==> src/design/mbg_pkg.sv <==
// ----------------------------------------------------------------------------
// mbg_pkg
// Shared constants, codes and controller/datapath types for the maze
// backtracker generator.
// ----------------------------------------------------------------------------
package mbg_pkg;

  localparam int unsigned MaxCellsDef = 1024;
  localparam int unsigned MaxSideDef  = 32;

  localparam int unsigned CfgIdxW  = 2;
  localparam int unsigned CfgDataW = 6;
  localparam int unsigned KindW    = 2;
  localparam int unsigned RandW    = 16;
  localparam int unsigned IdxW     = 10;
  localparam int unsigned DirW     = 2;
  localparam int unsigned PathW    = 4;
  localparam int unsigned CellBits = 5;
  localparam int unsigned VisitedBit = 4;

  localparam logic [CellBits-1:0] VisitedMask = 5'b10000;
  localparam logic [CfgDataW-1:0] GridSideReset = 6'd5;

  localparam logic [CfgIdxW-1:0] RegGridWidth  = 2'd0;
  localparam logic [CfgIdxW-1:0] RegGridHeight = 2'd1;

  localparam logic [KindW-1:0] KindStart = 2'd0;
  localparam logic [KindW-1:0] KindCarve = 2'd1;
  localparam logic [KindW-1:0] KindQuery = 2'd2;

  localparam logic [DirW-1:0] DirNorth = 2'd0;
  localparam logic [DirW-1:0] DirSouth = 2'd1;
  localparam logic [DirW-1:0] DirEast  = 2'd2;
  localparam logic [DirW-1:0] DirWest  = 2'd3;

  typedef enum logic [3:0] {
    ST_IDLE,
    ST_DISPATCH,
    ST_SZ_MUL,
    ST_SZ_CHK,
    ST_CLEAR,
    ST_INIT,
    ST_C_TOP,
    ST_C_CUR,
    ST_C_RDC,
    ST_C_NB,
    ST_C_NWT,
    ST_C_SEL,
    ST_C_PUSH,
    ST_Q_RD,
    ST_Q_CAP,
    ST_FINISH
  } mbg_state_e;

  typedef struct packed {
    logic accept;
    logic size_load;
    logic size_mul;
    logic h_dec;
    logic total_load;
    logic clr_step;
    logic init;
    logic stk_rd;
    logic cur_load;
    logic rd_cur;
    logic rd_nb;
    logic pop;
    logic sel;
    logic push;
    logic q_rd;
    logic q_cap;
    logic out_load;
  } mbg_cmd_t;

  typedef struct packed {
    logic is_start;
    logic is_carve;
    logic is_query;
    logic carve_ok;
    logic query_ok;
    logic prod_fits;
    logic clr_last;
    logic depth_zero;
    logic nb_last;
    logic nb_none;
  } mbg_status_t;

endpackage

==> src/design/mbg_ctrl.sv <==
// ----------------------------------------------------------------------------
// mbg_ctrl
// Controller: sequences start, carve and query items and the result register.
// ----------------------------------------------------------------------------
module mbg_ctrl (
  input  logic                 clk_i,
  input  logic                 rst_ni,
  input  logic                 in_valid_i,
  output logic                 in_ready_o,
  output logic                 out_valid_o,
  input  logic                 out_ready_i,
  input  mbg_pkg::mbg_status_t status_i,
  output mbg_pkg::mbg_cmd_t    cmd_o
);
  import mbg_pkg::*;

  mbg_state_e state_q, state_d;
  logic       out_valid_q, out_valid_d;
  mbg_cmd_t   cmd;

  always_ff @(posedge clk_i or negedge rst_ni) begin
    if (!rst_ni) begin
      state_q     <= ST_IDLE;
      out_valid_q <= 1'b0;
    end else begin
      state_q     <= state_d;
      out_valid_q <= out_valid_d;
    end
  end

  always_comb begin
    state_d    = state_q;
    cmd        = '0;
    in_ready_o = 1'b0;
    unique case (state_q)
      ST_IDLE: begin
        in_ready_o = 1'b1;
        if (in_valid_i) begin
          cmd.accept = 1'b1;
          state_d    = ST_DISPATCH;
        end
      end
      ST_DISPATCH: begin
        priority if (status_i.is_start) begin
          cmd.size_load = 1'b1;
          state_d       = ST_SZ_MUL;
        end else if (status_i.is_carve) begin
          state_d = status_i.carve_ok ? ST_C_TOP : ST_FINISH;
        end else if (status_i.is_query) begin
          state_d = status_i.query_ok ? ST_Q_RD : ST_FINISH;
        end else begin
          state_d = ST_FINISH;
        end
      end
      ST_SZ_MUL: begin
        cmd.size_mul = 1'b1;
        state_d      = ST_SZ_CHK;
      end
      ST_SZ_CHK: begin
        if (status_i.prod_fits) begin
          cmd.total_load = 1'b1;
          state_d        = ST_CLEAR;
        end else begin
          cmd.h_dec = 1'b1;
          state_d   = ST_SZ_MUL;
        end
      end
      ST_CLEAR: begin
        cmd.clr_step = 1'b1;
        if (status_i.clr_last) begin
          state_d = ST_INIT;
        end
      end
      ST_INIT: begin
        cmd.init = 1'b1;
        state_d  = ST_FINISH;
      end
      ST_C_TOP: begin
        if (status_i.depth_zero) begin
          state_d = ST_FINISH;
        end else begin
          cmd.stk_rd = 1'b1;
          state_d    = ST_C_CUR;
        end
      end
      ST_C_CUR: begin
        cmd.cur_load = 1'b1;
        state_d      = ST_C_RDC;
      end
      ST_C_RDC: begin
        cmd.rd_cur = 1'b1;
        state_d    = ST_C_NB;
      end
      ST_C_NB: begin
        cmd.rd_nb = 1'b1;
        if (status_i.nb_last) begin
          state_d = ST_C_NWT;
        end
      end
      ST_C_NWT: begin
        state_d = ST_C_SEL;
      end
      ST_C_SEL: begin
        if (status_i.nb_none) begin
          cmd.pop = 1'b1;
          state_d = ST_C_TOP;
        end else begin
          cmd.sel = 1'b1;
          state_d = ST_C_PUSH;
        end
      end
      ST_C_PUSH: begin
        cmd.push = 1'b1;
        state_d  = ST_FINISH;
      end
      ST_Q_RD: begin
        cmd.q_rd = 1'b1;
        state_d  = ST_Q_CAP;
      end
      ST_Q_CAP: begin
        cmd.q_cap = 1'b1;
        state_d   = ST_FINISH;
      end
      ST_FINISH: begin
        if (!out_valid_q || out_ready_i) begin
          cmd.out_load = 1'b1;
          state_d      = ST_IDLE;
        end
      end
      default: begin
        state_d = ST_IDLE;
      end
    endcase
  end

  always_comb begin
    out_valid_d = out_valid_q;
    priority if (cmd.out_load) begin
      out_valid_d = 1'b1;
    end else if (out_ready_i) begin
      out_valid_d = 1'b0;
    end else begin
      out_valid_d = out_valid_q;
    end
  end

  assign out_valid_o = out_valid_q;
  assign cmd_o       = cmd;

endmodule

==> config.mk <==
export PLATFORM = sky130hd
export DESIGN_NAME = mbg_ctrl
export DESIGN_NICKNAME = d
export VERILOG_FILES = /design/src/design/mbg_pkg.sv /design/src/design/mbg_ctrl.sv
export SDC_FILE = /design/constraint.sdc
export NUM_CORES = 1
export LEC_CHECK = 0
export ABC_AREA = 1
export BUFFER_PORTS_ARGS = -buffer_cell sky130_fd_sc_hd__buf_2
export CORE_MARGIN = 4
export CORE_UTILIZATION = 38
export CTS_CLUSTER_DIAMETER = 50
export DETAILED_ROUTE_END_ITERATION = 16
export HOLD_SLACK_MARGIN = 0.12
export PLACE_DENSITY = 0.74
export SLEW_MARGIN = 40
export SYNTH_ARGS = -nofsm -noshare
export SYNTH_HDL_FRONTEND = slang
export SYNTH_SLANG_ARGS = --single-unit
==> constraint.sdc <==
create_clock -name clk_i -period 1.1 [get_ports clk_i]
set_input_delay 0.165 -clock clk_i [delete_from_list [all_inputs] [get_ports clk_i]]
set_output_delay 0.165 -clock clk_i [all_outputs]
set_load 0.05 [all_outputs]
==> impl_results.md, run 1 <==
* Post-Syn Area at 564 um^2
* Die Span X at 46.5 um
* Last flow stage reached: global routing
* TritonCTS buffer count at 3
* IO Pins at 33
* CTS Buffer Depth at 2
* Rows at 13
* Post-Synthesis Cells at 114
* Starting Density at between 40% and 50%
* Synth Flop Type: dfrtp_1
* Syn Nets at ~130
* EDFF count, synth at 0
* Status: aborted with a tool error
* Dpl ws at -0.266 ns
* Err: [ERROR DPL-0033] detailed placement checks failed during check placement.
* Synthesis Warnings at 0
* Syn_area_per_cell at roughly 4.9 um^2
* Antenna violations before repair at 0
* DP Area at approximately 900 um^2
* Largest area contributor in the netlist: nand2_1
* H-tree Lvls at 1
* Most frequent cells after synthesis: nand2_1, inv_1, nor2_1, dfrtp_1, nand3_1
* CTS root buf: clkbuf_4
* Area contributors post-synth: nand2_1, dfrtp_1, inv_1
* Post-synthesis sequential area ratio at ~22%
* PortBufs at 32
* Largest net degree at the start of global routing at 6
* Worst EP kind: output port
* HPWL after DPL at ~1600 um
* Top-count cell post-synth: nand2_1
* Cell variety after synth at 13
* Synthesis-stage register bit count at 5
* Worst endpoint after global-route timing repair: cmd_o[9]
* Share of Yosys cell area claimed by the top area cell type at between 20% and 30%
* Die Ht at between 40 and 50 um
* Routability cong. at 0.769
* Share of flip-flops with an asynchronous set or reset at between 90% and 100%
* TritonCTS Sinks at 5
==> per-stage QoR <==
| step | cells | utilization [%] |
|---|---|---|
| after detailed placement | 169 | 66.7 |
| after global placement | 169 | 66.7 |
| after CTS | 180 | 91.9 |
| after floorplan | 114 | - |
==> cell families after synthesis <==
group                  after synthesis  synth area share (%)
DFF                                  5                  22.2
and+or+nand+nor                     77                  54.8
buffers and inverters               27                  18.6
AOI/OAI and AO/OA                    5                  4.43
==> repair_timing <==
action                     4_1_cts
pin swaps                       11
hold buffers                     1
hold endpoints to repair         5
setup endpoints to repair       22
resized for setup               85
setup buffers                    6
==> inputs of run 2 (changes only) <==
CORE_AREA = 4 4 65 67   (was default)
CORE_MARGIN = default   (was 4)
CORE_UTILIZATION = default   (was 38)
CTS_CLUSTER_DIAMETER = default   (was 50)
DIE_AREA = 0 0 69 71   (was default)
HOLD_SLACK_MARGIN = default   (was 0.12)
PLACE_DENSITY = default   (was 0.74)
PLACE_DENSITY_LB_ADDON = 0.15   (was default)
clock period = 1.4 ns   (was 1.1 ns; I/O delays follow)
==> impl_results.md, run 2 <==
* Synthesis-stage register bit count at 5
* Max Clock Freq at approximately 0.67 GHz
* Final TNS setup at -0.920 ns
* Crit Path Class: register to output port
* CTS root buf: clkbuf_8
* Grt total ovfl at 0
* First-pass GRT wire length at approximately 3600 um
* Slew HR at 83.3%
* Critical path's slowest cell: dfrtp_2
* Die Span X at 69 um
* EDFF count, synth at 0
* Vias in the first global route at 839
* Core footprint at roughly 0.0036 mm^2
* CP endpoint kind: output port
* Most frequent cells in the layout: nand2_1, buf_2, inv_1, nor2_4, buf_6
* Register name with the most flops: state_q
* Crit path DAT at roughly 1.3 ns
* IO Pins at 33
* Clock latency on the worst-skew pair at ~0.23 ns
* Setup Viol. Count Final at 16
* Routability cong. at approximately 0.75
* Share of flip-flops with an asynchronous set or reset at 100%
* Clk slew on worst S/H paths at about 0.040 ns
* Syn_area_per_cell at around 4.9 um^2
* Max Fanout on Critical Path at 5
* Worst Tran Pin Value at between 0.2 and 0.25 ns
* Setup ws final at -0.0844 ns
* RSZ-0062 raised after global routing: yes
* Syn Nets at between 100 and 150
* H-tree Lvls at 1
* Cells after DPL at about 200
* Most frequent cells after synthesis: nand2_1, inv_1, nor2_1, dfrtp_1, nand3_1
* Peak supply drop at roughly 0.00064 V
* CTS Buffer Depth at 2
* Commonest non-fill, non-tap cell in the layout: nand2_1
* DP Area at 850 um^2
* Required @ worst endpoint at approximately 1.2 ns
* Initial DRC Count at 14
* Layout area overhead at 123%
* Vias at between 700 and 800
* Violated checks: negative setup slack
* Synthesis Warnings at 0
* Clock skew at 0.00367 ns
* Vias/cell at about 3.8
* Fraction of layout cells with a size suffix above 1 at approximately three fifths
* Finished layout cell area at 0.00126 mm^2
* Largest net degree at the start of global routing at 7
* HP Class: primary input to register
* Non-filler cells, final at 210
* Final Cycle Share at 106%
* HPWL after DPL at around 1700 um
* Max-cap violations at 0
* Cell variety after synth at 13
* Post-synthesis sequential area ratio at about 22%
* Share of Yosys cell area claimed by the top area cell type at between 20% and 30%
* Final Critical Period at 1.48 ns
* # DRC at 0
* ANT cells at 0
* Crit path cell chain: inv_4, nor2_4, nand2_2, nor2_4, buf_8
* CTS tree: yes
* TritonCTS buffer count at 3
* Top-count cell post-synth: nand2_1
* Power per cell area at ~2200 mW/mm^2
* Drt pass-1 iters at 4
* Fin. max-slew vios at 0
* Final layout net count at roughly 180
* Max reg flops at 4
* Starting Density at 15.5%
* Area contributors post-synth: nand2_1, dfrtp_1, inv_1
* Post-Synthesis Cells at ~110
* Routed wire length at 2140 um
* Die Ht at ~71 um
* P_leak at roughly 0.7 nW
* Post-Syn Area at roughly 560 um^2
* Status: finished with violations
* Fin. Hold Viols at 0
* Antenna Violating Nets Remaining at 0
* Most common cell on crit path: nor2_4
* Synth Flop Type: dfrtp_1
* Antenna violations before repair at 0
* Largest area contributor in the netlist: nand2_1
* CP peak stage delay at 0.45 ns
* WL/cell at 10.2 um
* Die Area at 0.00490 mm^2
* Fin util at between 30% and 40%
* All-Layer GR Usage at 9.11%
* Worst hold margin at 0.171 ns
* Rows at 22
* PortBufs at 32
* Setup crit start kind: register
* TritonCTS Sinks at 5
run 2: cell counts after synthesis:
No cell type changed its count.
run 2: layer usage:
metal | track usage [%] | wire, um
met1 | 9.70 | 861
met5 | 0 | 0
met2 | 17.2 | 1150
met3 | 1.99 | 93
met4 | 3.90 | 36
run 2: worst paths after layout:
kind / startpoint / endpoint / slack [ns] / cells after the start
hold reg to reg: out_valid_o / out_valid_o / 0.56 / 2
setup reg to reg: state_q[2] / state_q[0] / 0.05 / 7
hold / removal: out_ready_i / out_valid_o / 0.17 / 2
setup / recovery: state_q[2] / cmd_o[9] / -0.08 / 5
min in group asynchronous: rst_ni / out_valid_o / 0.33 / 2
max in group asynchronous: rst_ni / state_q[0] / 0.92 / 2
run 2: critical path, delay by kind of cell, from the launching register on:
family / cells / cell delay, ns
flops: 1 / 0.45
simple gates: 3 / 0.38
buf+inv: 2 / 0.23
run 2: cell families (layout without fill, tap and decap cells):
kind of cell | count (synthesis) | count (layout) | synth area share [%]
flip-flops | 5 | 5 | 22.2
AND/OR/NAND/NOR | 77 | 77 | 54.8
buffers and inverters | 27 | 75 | 18.6
AO/OA/AOI/OAI | 5 | 5 | 4.43
run 2: what timing repair did:
item	in CTS	in global routing
pin swaps	1	11
hold buffers	1	0
setup endpoints to repair	20	21
resized for setup	85	20
endpoints found under the hold margin	5	0
buffers inserted	3	4
run 2: per-stage QoR:
step           power (mW)  setup WS, ns
3_5_place_dp         1.82       -0.0256
4_1_cts              2.63       -0.0897
5_1_grt              3.00        -0.169
3_3_place_gp         1.83       -0.0239
6_report             2.80       -0.0844
2_1_floorplan        1.39        -0.117
run 2: where the power goes:
part           switching [mW]  internal [mW]  total, mW  leakage, nW
Clock                  0.0793          0.196      0.275       0.0228
Combinational            1.33          0.802       2.13        0.618
Sequential              0.165          0.229      0.394       0.0578
run 2: cell type report:
| cell class | instances | area [um^2] |
|---|---|---|
| multi-input cells | 82 | 502 |
| inverters | 26 | 108 |
| repair buffers | 45 | 414 |
| clock buffers | 4 | 45.0 |
| fillers | 431 | 2370 |
| flip-flops and latches | 5 | 130 |
| well taps | 48 | 60.1 |
Power figures use the tool's default switching activity.
==> inputs of run 3 (changes only) <==
CELL_PAD_IN_SITES_DETAIL_PLACEMENT = 1   (was default)
CELL_PAD_IN_SITES_GLOBAL_PLACEMENT = 2   (was default)
==> impl_results.md, run 3 (same netlist as run 2, synthesis figures left out) <==
* Status: finished with violations
* Violated checks: negative setup slack
* Vias at between 800 and 900
* Max Fanout on Critical Path at 4
* Layout area overhead at 120%
* Max reg flops at 4
* Antenna Violating Nets Remaining at 0
* Power Internal at between 1 and 1.5 mW
* WHS Endpoint: out_valid_o
* Setup crit start kind: register
* Non-filler cells, final at about 210
* Starting Density at between 10% and 20%
* IO Pins at 33
* Vias in the first global route at between 900 and 1k
* Critical path's slowest cell: dfrtp_2
* H-tree Lvls at 1
* Dpl ws at -0.0847 ns
* TritonCTS buffer count at 3
* Slew HR at between 80% and 90%
* Crit path DAT at about 1.3 ns
* HP Class: primary input to register
* Most frequent cells in the layout: nand2_1, inv_1, nor2_1, buf_2
* Clock power share at 9.9%
* Crit Path Class: register to output port
* CP top delay family: flip-flops
* Antenna violations before repair at 0
* TritonCTS Sinks at 5
* # DRC at 0
* HPWL after DPL at around 2000 um
* Max-cap violations at 0
* Fin. Hold Viols at 0
* Cells after DPL at between 200 and 250
* Core footprint at ~0.0036 mm^2
* P_leak at roughly 0.70 nW
* Drt pass-1 iters at 4
* Die Area at 0.00490 mm^2
* Required @ worst endpoint at about 1.2 ns
* Commonest non-fill, non-tap cell in the layout: nand2_1
* Worst R2R Path Depth at 9
* Hold depth at 2
* Worst hold margin at between 0.15 and 0.2 ns
* Die Ht at a little over 70 um
* Clock skew at slightly above 0.0005 ns
* Fraction of layout cells with a size suffix above 1 at between 50 and 60%
* Final Cycle Share at 107%
* Final layout net count at approximately 180
* Peak supply drop at ~0.0008 V
* R2R Path Start: state_q[2]
* First-pass GRT wire length at about 4100 um
* CP endpoint kind: output port
* Reg power frac at approximately an eighth
* CTS tree: yes
* WL/cell at about 11 um
* Initial DRC Count at 19
* Worst Hold Launch: out_ready_i
* WP buf/inv at 3
* Vias/cell at between 3 and 4
* FF-to-FF End: state_q[3]
* Largest net degree at the start of global routing at 7
* Worst reg2reg setup slack at around 0.030 ns
* Fin. max-slew vios at 0
* PortBufs at 32
* Routed wire length at between 2000 and 2500 um
* Final Critical Period at approximately 1.5 ns
* Design Power at 2.79 mW
* Fillers at 489
* CTS Buffer Depth at 2
* RSZ-0062 raised after global routing: yes
* Setup ws final at -0.0943 ns
* Clk slew on worst S/H paths at approximately 0.040 ns
* All-Layer GR Usage at about 10%
* Register name with the most flops: state_q
* Grt total ovfl at 0
* Sw Share at about 55%
* Psw at roughly 1.5 mW
* Rows at 22
* Die Span X at between 60 and 70 um
* CP peak stage delay at roughly 0.46 ns
* CTS root buf: clkbuf_8
* Power per cell area at ~2300 mW/mm^2
* Routability cong. at 0.736
* Crit path cell chain: inv_4, buf_6, nand2_1, nor2_4, buf_8
* Worst Tran Pin Value at between 0.2 and 0.25 ns
* Max Clock Freq at around 0.67 GHz
* Clock latency on the worst-skew pair at between 0.2 and 0.25 ns
* Comb power frac at 76.8%
* ANT cells at 0
* Setup Viol. Count Final at 17
* Final TNS setup at -0.756 ns
==> run 3: worst max path at each step <==
stage	start	to	slack, ns	cells after the start
5_1_grt	state_q[1]	cmd_o[0]	-0.16	5
6_report	state_q[2]	cmd_o[6]	-0.09	5
2_1_floorplan	state_q[1]	cmd_o[11]	-0.12	3
4_1_cts	state_q[0]	cmd_o[11]	-0.1	4
3_3_place_gp	state_q[1]	cmd_o[11]	-0.07	4
3_5_place_dp	state_q[1]	cmd_o[11]	-0.08	4
==> run 3: per-stage QoR <==
stage          util [%]  area, um^2
2_1_floorplan         -         592
3_5_place_dp       24.0         872
5_1_grt            34.2        1240
4_1_cts            32.4        1180
3_3_place_gp       24.0         872
6_report           34.2        1240
==> run 3: routing by layer <==
| layer | track usage [%] | routed length (um) | vias to the layer above |
|---|---|---|---|
| li1 | - | - | 439 |
| met1 | 11.6 | 1010 | 392 |
| met2 | 18.0 | 1210 | 17 |
| met3 | 1.85 | 72 | 4 |
| met4 | 5.21 | 45 | 0 |
| met5 | 0 | 0 | - |
==> run 3: power by group through the flow <==
stage	Combinational (mW)	Sequential (mW)	Clock [mW]
floorplan	1.08	0.313	0
global placement	1.61	0.303	0
detailed placement	1.60	0.304	0
CTS	2.03	0.363	0.286
global route	2.32	0.393	0.293
finish	2.15	0.372	0.276
==> run 3: layout make-up <==
type	instances	area, um^2	area share (%)
repair buffers	49	444	35.8
inverters	26	105	8.47
clock buffers	4	45.0	3.63
well taps	48	60.1	4.84
multi-input cells	82	457	36.8
flip-flops and latches	5	130	10.5
==> run 3: timing repair <==
action	CTS	global route
gates resized for setup	71	18
hold endpoints to repair	5	0
endpoints found under the setup margin	21	21
pin swaps	8	5
setup buffers	7	1
hold buffers	1	0
